<file path="config.mk">
export PLATFORM = sky130hd
export DESIGN_NAME = packed_bit_vector_engine
export DESIGN_NICKNAME = d
export VERILOG_FILES = /design/src/design/pbv_pkg.sv /design/src/design/packed_bit_vector_engine.sv /design/src/design/pbv_ram.sv
export SDC_FILE = /design/constraint.sdc
export NUM_CORES = 2
export LEC_CHECK = 0
export BUFFER_PORTS_ARGS = -buffer_cell sky130_fd_sc_hd__buf_2
export CORE_ASPECT_RATIO = 1.5
export CORE_MARGIN = 10
export CORE_UTILIZATION = 51
export DETAILED_ROUTE_END_ITERATION = 16
export PLACE_DENSITY_LB_ADDON = 0.12
export SKIP_LAST_GASP = 1
export SLEW_MARGIN = 5
export SYNTH_ARGS = -nofsm -noshare
export SYNTH_HDL_FRONTEND = slang
export SYNTH_HIERARCHICAL = 1
export SYNTH_SLANG_ARGS = --single-unit
</file>
<file path="constraint.sdc">
create_clock -name clk -period 11.3 [get_ports clk]
set_clock_uncertainty 0.2 [all_clocks]
set_input_delay 1.13 -clock clk [delete_from_list [all_inputs] [get_ports clk]]
set_output_delay 1.13 -clock clk [all_outputs]
set_load 0.01 [all_outputs]
</file>
<file path="src/design/pbv_pkg.sv">
`timescale 1ns / 1ps
// ----------------------------------------------------------------------------
// pbv_pkg: shared definitions for the packed bit vector engine
// Field widths, operation and status codes, sequencer states and defaults.
// ----------------------------------------------------------------------------
package pbv_pkg;

	// default sizing of the store
	localparam int CAPACITY_DEF  = 1024;
	localparam int WORD_BITS_DEF = 32;

	// item field widths
	localparam int MODE_W   = 3;
	localparam int POS_W    = 11;
	localparam int COUNT_W  = 11;
	localparam int STATUS_W = 2;

	typedef logic [MODE_W-1:0]   mode_t;
	typedef logic [STATUS_W-1:0] status_t;

	// operation codes
	localparam mode_t MODE_APPEND = 3'd0;
	localparam mode_t MODE_INSERT = 3'd1;
	localparam mode_t MODE_WRITE  = 3'd2;
	localparam mode_t MODE_READ   = 3'd3;
	localparam mode_t MODE_ERASE  = 3'd4;

	// status codes
	localparam status_t ST_OK      = 2'd0;
	localparam status_t ST_FULL    = 2'd1;
	localparam status_t ST_INVALID = 2'd2;

	// sequencer states
	typedef enum logic [2:0] {
		S_IDLE,
		S_RMW,
		S_INS,
		S_ER_BASE,
		S_ER_PRIME,
		S_ER,
		S_DONE
	} state_t;

endpackage

</file>
<file path="src/design/packed_bit_vector_engine.sv">
`timescale 1ns / 1ps
// ----------------------------------------------------------------------------
// packed_bit_vector_engine: packed bit store with running length
// Append, insert, write, read and range erase on a word-organized RAM.
//
//   channel | handshake              | payload
//   --------+------------------------+-------------------------------------
//   in      | in_valid / in_ready    | mode, position, end_position, bit_value
//   out     | out_valid / out_ready  | read_bit, element_count, status
//
// Append, write and read step from accept (RAM read) through modify to the result.
// Insert and erase step through the RAM one word per cycle, over the span of
// words from the position to the end of the vector (up to CAPACITY/WORD_BITS);
// rejected items, empty erases and erases that reach the end of the vector
// go straight to the result without a RAM access.
// Reset clears the length; the RAM contents are not cleared.
// A new item is taken whenever the sequencer is idle, even while a result
// still waits in the output register. WORD_BITS must be a power of two.
// ----------------------------------------------------------------------------
module packed_bit_vector_engine #(
	parameter int CAPACITY  = pbv_pkg::CAPACITY_DEF,
	parameter int WORD_BITS = pbv_pkg::WORD_BITS_DEF
) (
	input  logic                          clk,
	input  logic                          arst_n,
	input  logic                          in_valid,
	output logic                          in_ready,
	input  logic [pbv_pkg::MODE_W-1:0]    mode,
	input  logic [pbv_pkg::POS_W-1:0]     position,
	input  logic [pbv_pkg::POS_W-1:0]     end_position,
	input  logic                          bit_value,
	output logic                          out_valid,
	input  logic                          out_ready,
	output logic                          read_bit,
	output logic [pbv_pkg::COUNT_W-1:0]   element_count,
	output logic [pbv_pkg::STATUS_W-1:0]  status
);

	import pbv_pkg::*;

	localparam int DEPTH = (CAPACITY + WORD_BITS - 1) / WORD_BITS;
	localparam int AW    = (DEPTH > 1) ? $clog2(DEPTH) : 1;
	localparam int LOG   = $clog2(WORD_BITS);
	localparam int LEN_W = $clog2(CAPACITY + 1);
	localparam int CW    = (LEN_W > POS_W) ? LEN_W : POS_W;

	typedef logic [WORD_BITS-1:0] word_t;

	// control state
	state_t            state_q, state_d;
	logic [LEN_W-1:0]  len_q, len_d;
	logic              out_valid_q, out_valid_d;

	// item and datapath registers
	mode_t             mode_q, mode_d;
	logic [CW-1:0]     pos_q, pos_d;
	logic [CW-1:0]     tgt_q, tgt_d;
	logic [CW-1:0]     gap_q, gap_d;
	logic [CW-1:0]     ptr_q, ptr_d;
	logic [CW-1:0]     last_q, last_d;
	logic [CW-1:0]     src_q, src_d;
	logic [LOG-1:0]    sh_q, sh_d;
	logic              val_q, val_d;
	logic              carry_q, carry_d;
	logic              first_q, first_d;
	logic              rbit_q, rbit_d;
	status_t           st_q, st_d;
	word_t             base_q, base_d;
	word_t             prev_q, prev_d;

	// output register payload
	logic              read_bit_q, read_bit_d;
	logic [COUNT_W-1:0] count_q, count_d;
	status_t           status_q, status_d;

	// ram port
	logic              rd_en, wr_en;
	logic [AW-1:0]     rd_addr, wr_addr;
	word_t             rd_data, wr_data;

	// helpers
	logic [CW-1:0]     pos_x, endp_x, len_x, gap_x, newlen_x;
	logic              full;
	logic [LOG-1:0]    bsel;
	word_t             bitm, lowm;
	word_t             pair;

	pbv_ram #(
		.WIDTH (WORD_BITS),
		.DEPTH (DEPTH),
		.AW    (AW)
	) u_store (
		.clk     (clk),
		.wr_en   (wr_en),
		.wr_addr (wr_addr),
		.wr_data (wr_data),
		.rd_en   (rd_en),
		.rd_addr (rd_addr),
		.rd_data (rd_data)
	);

	// common-width views of the fields and length
	assign pos_x    = CW'(position);
	assign endp_x   = CW'(end_position);
	assign len_x    = CW'(len_q);
	assign gap_x    = endp_x - pos_x;
	assign newlen_x = len_x - gap_x;
	assign full     = (len_x >= CW'(CAPACITY));

	// bit masks within a word: the target bit for single-bit ops, else the position
	assign bsel = (state_q == S_RMW) ? tgt_q[LOG-1:0] : pos_q[LOG-1:0];
	assign bitm = word_t'(1) << bsel;
	assign lowm = bitm - word_t'(1);

	// funnel of two source words for erase
	assign pair = WORD_BITS'({rd_data, prev_q} >> sh_q);

	// sequencer: next state, ram controls and register updates
	always_comb begin
		state_d     = state_q;
		len_d       = len_q;
		out_valid_d = out_valid_q;
		mode_d      = mode_q;
		pos_d       = pos_q;
		tgt_d       = tgt_q;
		gap_d       = gap_q;
		ptr_d       = ptr_q;
		last_d      = last_q;
		src_d       = src_q;
		sh_d        = sh_q;
		val_d       = val_q;
		carry_d     = carry_q;
		first_d     = first_q;
		rbit_d      = rbit_q;
		st_d        = st_q;
		base_d      = base_q;
		prev_d      = prev_q;
		read_bit_d  = read_bit_q;
		count_d     = count_q;
		status_d    = status_q;
		rd_en       = 1'b0;
		rd_addr     = '0;
		wr_en       = 1'b0;
		wr_addr     = '0;
		wr_data     = '0;

		// output taken
		if (out_valid_q && out_ready) begin
			out_valid_d = 1'b0;
		end

		unique case (state_q)
			S_IDLE: begin
				if (in_valid) begin
					mode_d  = mode;
					pos_d   = pos_x;
					val_d   = bit_value;
					st_d    = ST_OK;
					rbit_d  = 1'b0;
					first_d = 1'b1;
					carry_d = 1'b0;
					gap_d   = gap_x;
					state_d = S_DONE;
					unique case (mode) inside
						MODE_APPEND: begin
							if (full) begin
								st_d = ST_FULL;
							end else begin
								tgt_d   = len_x;
								rd_en   = 1'b1;
								rd_addr = AW'(len_x >> LOG);
								state_d = S_RMW;
							end
						end
						MODE_INSERT: begin
							if (pos_x > len_x) begin
								st_d = ST_INVALID;
							end else if (full) begin
								st_d = ST_FULL;
							end else begin
								rd_en   = 1'b1;
								rd_addr = AW'(pos_x >> LOG);
								ptr_d   = pos_x >> LOG;
								last_d  = len_x >> LOG;
								state_d = S_INS;
							end
						end
						MODE_WRITE, MODE_READ: begin
							if (pos_x >= len_x) begin
								st_d = ST_INVALID;
							end else begin
								tgt_d   = pos_x;
								rd_en   = 1'b1;
								rd_addr = AW'(pos_x >> LOG);
								state_d = S_RMW;
							end
						end
						MODE_ERASE: begin
							if (pos_x > endp_x || endp_x > len_x) begin
								st_d = ST_INVALID;
							end else if (gap_x != '0 && endp_x < len_x) begin
								// read the first destination word, then stream sources
								rd_en   = 1'b1;
								rd_addr = AW'(pos_x >> LOG);
								ptr_d   = pos_x >> LOG;
								last_d  = (newlen_x - CW'(1)) >> LOG;
								src_d   = (pos_x >> LOG) + (gap_x >> LOG);
								sh_d    = gap_x[LOG-1:0];
								state_d = S_ER_BASE;
							end else begin
								// nothing moves: only the length is updated
								len_d = LEN_W'(newlen_x);
							end
						end
						default: begin
							st_d = ST_INVALID;
						end
					endcase
				end
			end

			S_RMW: begin
				if (mode_q == MODE_READ) begin
					rbit_d = rd_data[bsel];
				end else begin
					wr_en   = 1'b1;
					wr_addr = AW'(tgt_q >> LOG);
					wr_data = (rd_data & ~bitm) | (val_q ? bitm : '0);
					if (mode_q == MODE_APPEND) begin
						len_d = len_q + LEN_W'(1);
					end
				end
				state_d = S_DONE;
			end

			S_INS: begin
				// shift the word up by one, carrying the top bit of the previous word
				wr_en   = 1'b1;
				wr_addr = AW'(ptr_q);
				if (first_q) begin
					wr_data = (rd_data & lowm) | ((rd_data << 1) & ~(lowm | bitm))
						| (val_q ? bitm : '0);
				end else begin
					wr_data = (rd_data << 1) | word_t'(carry_q);
				end
				carry_d = rd_data[WORD_BITS-1];
				first_d = 1'b0;
				if (ptr_q == last_q) begin
					len_d   = len_q + LEN_W'(1);
					state_d = S_DONE;
				end else begin
					rd_en   = 1'b1;
					rd_addr = AW'(ptr_q + CW'(1));
					ptr_d   = ptr_q + CW'(1);
				end
			end

			S_ER_BASE: begin
				base_d  = rd_data;
				rd_en   = 1'b1;
				rd_addr = (src_q >= CW'(DEPTH)) ? AW'(DEPTH - 1) : AW'(src_q);
				src_d   = src_q + CW'(1);
				state_d = S_ER_PRIME;
			end

			S_ER_PRIME: begin
				prev_d  = rd_data;
				rd_en   = 1'b1;
				rd_addr = (src_q >= CW'(DEPTH)) ? AW'(DEPTH - 1) : AW'(src_q);
				src_d   = src_q + CW'(1);
				state_d = S_ER;
			end

			S_ER: begin
				// destination word from two consecutive source words
				wr_en   = 1'b1;
				wr_addr = AW'(ptr_q);
				if (first_q) begin
					wr_data = (base_q & lowm) | (pair & ~lowm);
				end else begin
					wr_data = pair;
				end
				prev_d  = rd_data;
				first_d = 1'b0;
				if (ptr_q == last_q) begin
					len_d   = len_q - LEN_W'(gap_q);
					state_d = S_DONE;
				end else begin
					rd_en   = 1'b1;
					rd_addr = (src_q >= CW'(DEPTH)) ? AW'(DEPTH - 1) : AW'(src_q);
					src_d   = src_q + CW'(1);
					ptr_d   = ptr_q + CW'(1);
				end
			end

			S_DONE: begin
				if (!out_valid_q || out_ready) begin
					out_valid_d = 1'b1;
					read_bit_d  = rbit_q;
					count_d     = COUNT_W'(len_q);
					status_d    = st_q;
					state_d     = S_IDLE;
				end
			end

			default: begin
				state_d = S_IDLE;
			end
		endcase
	end

	// control registers
	always_ff @(posedge clk or negedge arst_n) begin
		if (!arst_n) begin
			state_q     <= S_IDLE;
			len_q       <= '0;
			out_valid_q <= 1'b0;
		end else begin
			state_q     <= state_d;
			len_q       <= len_d;
			out_valid_q <= out_valid_d;
		end
	end

	// payload registers
	always_ff @(posedge clk) begin
		mode_q     <= mode_d;
		pos_q      <= pos_d;
		tgt_q      <= tgt_d;
		gap_q      <= gap_d;
		ptr_q      <= ptr_d;
		last_q     <= last_d;
		src_q      <= src_d;
		sh_q       <= sh_d;
		val_q      <= val_d;
		carry_q    <= carry_d;
		first_q    <= first_d;
		rbit_q     <= rbit_d;
		st_q       <= st_d;
		base_q     <= base_d;
		prev_q     <= prev_d;
		read_bit_q <= read_bit_d;
		count_q    <= count_d;
		status_q   <= status_d;
	end

	// ports
	assign in_ready      = (state_q == S_IDLE);
	assign out_valid     = out_valid_q;
	assign read_bit      = read_bit_q;
	assign element_count = count_q;
	assign status        = status_q;

endmodule

</file>
<file path="src/design/pbv_ram.sv">
`timescale 1ns / 1ps
// ----------------------------------------------------------------------------
// pbv_ram: generic single-port-write, single-port-read RAM
// One write and one read per cycle; read data is registered.
// ----------------------------------------------------------------------------
module pbv_ram #(
	parameter int WIDTH = 32,
	parameter int DEPTH = 32,
	parameter int AW    = (DEPTH > 1) ? $clog2(DEPTH) : 1
) (
	input  logic             clk,
	input  logic             wr_en,
	input  logic [AW-1:0]    wr_addr,
	input  logic [WIDTH-1:0] wr_data,
	input  logic             rd_en,
	input  logic [AW-1:0]    rd_addr,
	output logic [WIDTH-1:0] rd_data
);

	logic [WIDTH-1:0] mem_q [DEPTH];

	// write port
	always_ff @(posedge clk) begin
		if (wr_en) begin
			mem_q[wr_addr] <= wr_data;
		end
	end

	// registered read port
	always_ff @(posedge clk) begin
		if (rd_en) begin
			rd_data <= mem_q[rd_addr];
		end
	end

endmodule
</file>
After elaboration in Yosys (flattened, before gate mapping) --
Memory sizes are Yosys's and may differ from the RTL's. A register that Yosys moved wholly into a read port is not among the register bits. Index checks and enable logic that the tools add are counted.
Word-level totals: memories 1, ROM bits 0, bits in latches 0, output and inout port bits 16, input bits 30, word-level logic and storage cells 216, bits in writable memories 1024, register bits after elaboration 166
Memory list:
- u_store.mem_q | words 32, width 32, rd ports 1, clocked after Yosys merged registers in 1, wr ports 1, line pbv_ram.sv:20 | logic [WIDTH-1:0] mem_q [DEPTH];
Cells by class: add/subtract/negate cells 9, shifts and indexed selects 2, multiply operators 0, bitwise logic cells 15, mux-type cells 91, order comparisons 8, reduce and logical (&&, ||, !) cells 32, equality and inequality tests 37, div/mod/pow operators 0
Operators with widths (number):
- 2-to-1 mux 11 bit | 23
- AND 32 bit | 5
- OR 32 bit | 5
- 2-to-1 mux 32 bit | 4
- inverter 32 bit | 3
- one-hot mux 32 bit (3 select lines) | 1
- one-hot mux 11 bit (2 select lines) | 3
- right shift 64 x 5 -> 32 bit | 1
- 2-to-1 mux 5 bit | 12
- one-hot mux 11 bit (4 select lines) | 1
- one-hot mux 5 bit (4 select lines) | 2
- adder 11 x 1 -> 11 bit, second input constant | 3
- > comparator 11 bit | 3
- one-hot mux 11 bit (3 select lines) | 1
- subtractor 11 bit | 3
- OR 32 x 1 -> 32 bit | 1
- left shift 1 x 5 -> 32 bit, first input constant | 1
- subtractor 32 x 1 -> 32 bit, second input constant | 1
- inequality test 2 bit, second input constant | 14
- 2-to-1 mux 3 bit | 9
- 2-to-1 mux 10 bit | 2
- one-hot mux 10 bit (2 select lines) | 1
- 2-to-1 mux 1 bit | 18
- one-hot mux 3 bit (6 select lines) | 1
- 40 further kinds | 76

Longest topological paths before layout --
depth in word-level cells 11, depth in mapped cells 20, gate-level depth less buffers 17

Modules after synthesis --
Netlist, hierarchy kept.
Modules (own cells, without submodules):
- pbv_ram | times used 1, area each 40812.9 um2, cells each 2260, sequential area each 31710.4 um2
- packed_bit_vector_engine | times used 1, area each 14572.7 um2, cells each 1600, sequential area each 4759.6 um2

Worst setup path after synthesis --
Ideal clock, no wire load.
kind register to register, start point register state_q[2], end point memory u_store.mem_q[28][0] (enable), data arrival time 4.973 ns, period minus slack after synthesis 5.594 ns, data required time 10.679 ns, slack 5.706 ns, stages on the path, launching flop included 12, buffers on the path 3, library setup time 0.421 ns, cells stage by stage dfrtp_1 -> buf_2 -> inv_1 -> nor2_1 -> nand2_1 -> nand2_1 -> inv_1 -> clkbuf_1 -> nand2_1 -> or3b_2 -> clkbuf_1 -> nor2_1
On the way: longest elaborated chain between the ends 5, elaborated cells between the ends (all ways) 8, classes of those cells 3 x eq/ne; 4 x mux; 1 x reduce/logical
Ends and longest elaborated chain:
- start, declared | line packed_bit_vector_engine.sv:50 | state_t state_q, state_d;
- start signal, assigned | line packed_bit_vector_engine.sv:319 | state_q <= state_d;
- == test 3 bit or == test 3 x 2 -> 1 bit (tied branches) | line packed_bit_vector_engine.sv:152 | unique case (state_q)
- OR reduction 2 bit (no line)
- one-hot mux 1 bit (2 select lines) * | line packed_bit_vector_engine.sv:152
- named net wr_en | line packed_bit_vector_engine.sv:77 | logic rd_en, wr_en;
- 2-to-1 mux 1 bit * | line pbv_ram.sv:24 | if (wr_en) begin
- 2-to-1 mux 1 bit (implied by the code) * | line pbv_ram.sv:25 | mem_q[wr_addr] <= wr_data;
- end, declared | line pbv_ram.sv:20
Mark *: on every way through the listed nets, which the timed path passes. The rest lies on a longest branch.

Final worst setup path --
start point input position[0] (netlist name), end point register u_store.rd_data[27], read port of u_store.mem_q (data pin)
On the way: longest elaborated chain between the ends 8, elaborated cells between the ends (all ways) 21, classes of those cells 1 x add/sub; 3 x order compare; 14 x mux; 3 x reduce/logical
Ends and longest elaborated chain:
- start, declared | line packed_bit_vector_engine.sv:29 | input logic [pbv_pkg::POS_W-1:0] position,
- subtractor 11 bit | line packed_bit_vector_engine.sv:106 | assign gap_x = endp_x - pos_x;
- named net gap_x[6] | line packed_bit_vector_engine.sv:82 | logic [CW-1:0] pos_x, endp_x, len_x, gap_x, newlen_x;
- nonzero test 11 bit | line packed_bit_vector_engine.sv:201 | end else if (gap_x != '0 && endp_x < len_x) begin
- logical AND 1 bit | line packed_bit_vector_engine.sv:201
- 2-to-1 mux 5 bit | line packed_bit_vector_engine.sv:201
- 2-to-1 mux 5 bit | line packed_bit_vector_engine.sv:199 | if (pos_x > endp_x || endp_x > len_x) begin
- one-hot mux 5 bit (4 select lines) | line packed_bit_vector_engine.sv:164 | unique case (mode) inside
- 2-to-1 mux 5 bit | line packed_bit_vector_engine.sv:154 | if (in_valid) begin
- one-hot mux 5 bit (4 select lines) | line packed_bit_vector_engine.sv:152
- named net rd_addr[0] | line packed_bit_vector_engine.sv:78 | logic [AW-1:0] rd_addr, wr_addr;
- end, declared | line pbv_ram.sv:17 | output logic [WIDTH-1:0] rd_data
The timed path passes the listed nets, and every way through them passes these cells. A chain may end at the register's enable or synchronous reset.

==> run metrics <==
Tot Pwr=18000 uW; Iteration-0 DRC Markers=2923; CP delay by family, top=compound AO/OA/AOI/OAI gates; FF-to-FF setup slack=5.35 ns; clk buf depth=3; final wirelength=158000 um; Post-synth EDFFs=1202; Final Hold Vio Count=0; Buffers & Inverters on Critical Path=3; post_cts resized=0; met2 WL post-DR=81000 um; Clk Latency, worst-skew pair=0.72 ns; met1 WL=59900 um; Max-Cap Viols=0; Startpoint Class=input port; critical path type=in2reg; DR DRC count=0; Layout area overhead=10.3%; Seq cells post-synth=1217; DP HPWL=89900 um; Critical Path AT=6.45 ns; CTS hold repair buffers=0; Setup violations, final=0; Syn Inst Count=3860; die footprint=122000 sq um; drt wl/cell=29.1 um; relative slew slack=9.94%; worst path cell trace=buf_2 -> ha_1 -> fa_1 -> nor2b_1 -> o2111ai_1 -> nand2_1 -> xor2_1 -> nor3_1 -> and4_4 -> o22ai_2 -> nand3_1 -> o221ai_4 -> buf_12 -> buf_12 -> mux2i_1 -> a22o_1 -> nor3_1 -> a31oi_1 -> nand3_1; Hold WS=0.149 ns; final instance area=61100 sq um; Die Span Y=424 um; Final ANT Viol Nets=0; total gr overflow=0; cts bufs inserted=110; worst stage delay on the critical path=0.71 ns; largest net degree at the start of global routing=129; ys flop type=edfxtp_1; Worst-Margin Slew=1.35 ns; synthesized cell area=55400 sq um; Pleak=0.0217 uW; pwr dens=294 nW/um^2; global-route wire length before repair=229000 um; Max IR drop VDD=0.476 mV; Vias=34700; r2r worst-path depth=18; row count=148; root buf cell=clkbuf_16; clock slew at reported path FFs=0.07 ns; setup repair after global routing missed its margin=no; max-slew violation count=0; setup TNS=0 ns; drt pass-1 iters=5; CTS tree=built; initial antenna violation count=2; met3 WL post-DR=10200 um; core footprint=108000 sq um; most frequent cells in the layout=1202 x edfxtp_1, 576 x mux2i_1, 301 x nand2_1, 220 x a21oi_1, 158 x nand3_1; Fillers=8588; Starting Density=51.2%; slowest stage cell on the critical path=o221ai_4; synth unique cells=75; worst reg2reg path endpoint=u_store/rd_data[27]; Period minus WS final=6.20 ns; most common cell after layout, fill and taps aside=edfxtp_1; Die X=289 um; CP required=11.54 ns; PortBufs=45; gpl congestion=0.937; CTS Sinks=1217; postcts setup bufs=0; # IOs=46; total track usage=25.4%; ys async rst share=1.23%; H-tree Lvls=3; layout cells sized above 1=12.0%; Final nets=4021; DR top layer=met4; vias in the first global route=33900; CP Capture Type=register; Syn. warnings=6; fin crit share=54.9%; fmax=161 MHz; Worst Path Max Fanout=111; sequential area share after synthesis=65.8%; Min-Delay Path Class=in2async; status=complete, no violations; Post-DP Area=57500 sq um; Synth Net Count=3987; reg-to-reg critical path startpoint=len_q[1]; post-synthesis average cell area=14.3 sq um; Vias/cell=6.41
-- power by group --
| part | switching, uW | leakage [uW] | internal (uW) | total, uW |
|---|---|---|---|---|
| Sequential | 525 | 0.0113 | 6290 | 6820 |
| Clock | 1660 | 0.00175 | 2090 | 3750 |
| Combinational | 4860 | 0.00868 | 2540 | 7400 |
-- cell type report --
type	count	area [sq um]	area share (%)
repair buffers	150	1110	1.82
clock buffers	131	2870	4.71
inverters	58	218	0.357
diodes	1	2.50	0.00410
multi-input cells	2357	17900	29.3
well taps	1425	1780	2.92
clock inverters	74	718	1.18
flip-flops and latches	1217	36500	59.7
-- flip-flops by register name, indices dropped and copies added (netlist names), 3 cells and up --
register and flops:
base_q 32, element_count 11, gap_q 11, last_q 6, len_q 11, mode_q 3, pos_q 5, prev_q 32
ptr_q 11, sh_q 5, src_q 11, state_q 3, tgt_q 10, u_store/mem_q 1024, u_store/rd_data 32
-- stage by stage --
step | std cells | util, % | setup slack (ns)
after floorplan | 3860 | - | 5.71
after global placement | 5207 | 53.1 | 4.46
after detailed placement | 5207 | 53.1 | 4.34
after CTS | 5412 | 56.5 | 5.10
after global routing | 5413 | 56.5 | 4.67
final | 5413 | 56.5 | 5.10
-- Yosys cell counts, types with 44 or more instances --
| cell type | count | share of area (%) |
|---|---|---|
| buf_2 | 47 | 0.42 |
| a31oi_1 | 86 | 0.97 |
| edfxtp_1 | 1202 | 65 |
| ha_1 | 93 | 2.1 |
| o21ai_0 | 138 | 1.2 |
| buf_4 | 44 | 0.60 |
| nand3_1 | 159 | 1.4 |
| nand2_1 | 303 | 2.1 |
| inv_1 | 55 | 0.37 |
| clkbuf_1 | 105 | 0.71 |
| a22oi_1 | 113 | 1.5 |
| nor2_1 | 153 | 1.0 |
| mux2i_1 | 577 | 10 |
| nor3_1 | 50 | 0.45 |
| a22o_1 | 69 | 1.1 |
| mux4_2 | 50 | 2.0 |
| a21oi_1 | 220 | 2.0 |
-- cells by family (layout without fill, tap and decap cells) --
logic type | Yosys count | count (layout) | share of synthesized area (%)
DFF | 1217 | 1217 | 65.8
AOI/OAI and AO/OA | 797 | 797 | 9.34
and+or+nand+nor | 752 | 752 | 6.06
muxes | 655 | 655 | 13.0
buffers and inverters | 286 | 413 | 2.59
adders and majority gates | 97 | 97 | 2.25
xor gates and xnor gates | 56 | 56 | 0.886
other | 0 | 1 | 0
-- how the worst max path moves through the flow --
stage                                 endpoint         from  cells after the start  slack (ns)
after CTS                  u_store/rd_data[24]  position[1]                     19        5.10
after detailed placement   u_store/rd_data[24]  position[1]                     19        4.34
after floorplan           u_store/mem_q[28][0]   state_q[2]                     11        5.71
after global placement     u_store/rd_data[27]  position[0]                     19        4.46
final                      u_store/rd_data[27]  position[0]                     19        5.10
after global routing       u_store/rd_data[27]  position[1]                     19        4.67
-- metal layers --
layer	up-vias	GRT usage [%]
li1	15200	-
met1	17800	31.3
met2	1407	44.3
met3	353	3.11
met4	0	11.0
met5	-	0
(Power assumes the default switching activity.)
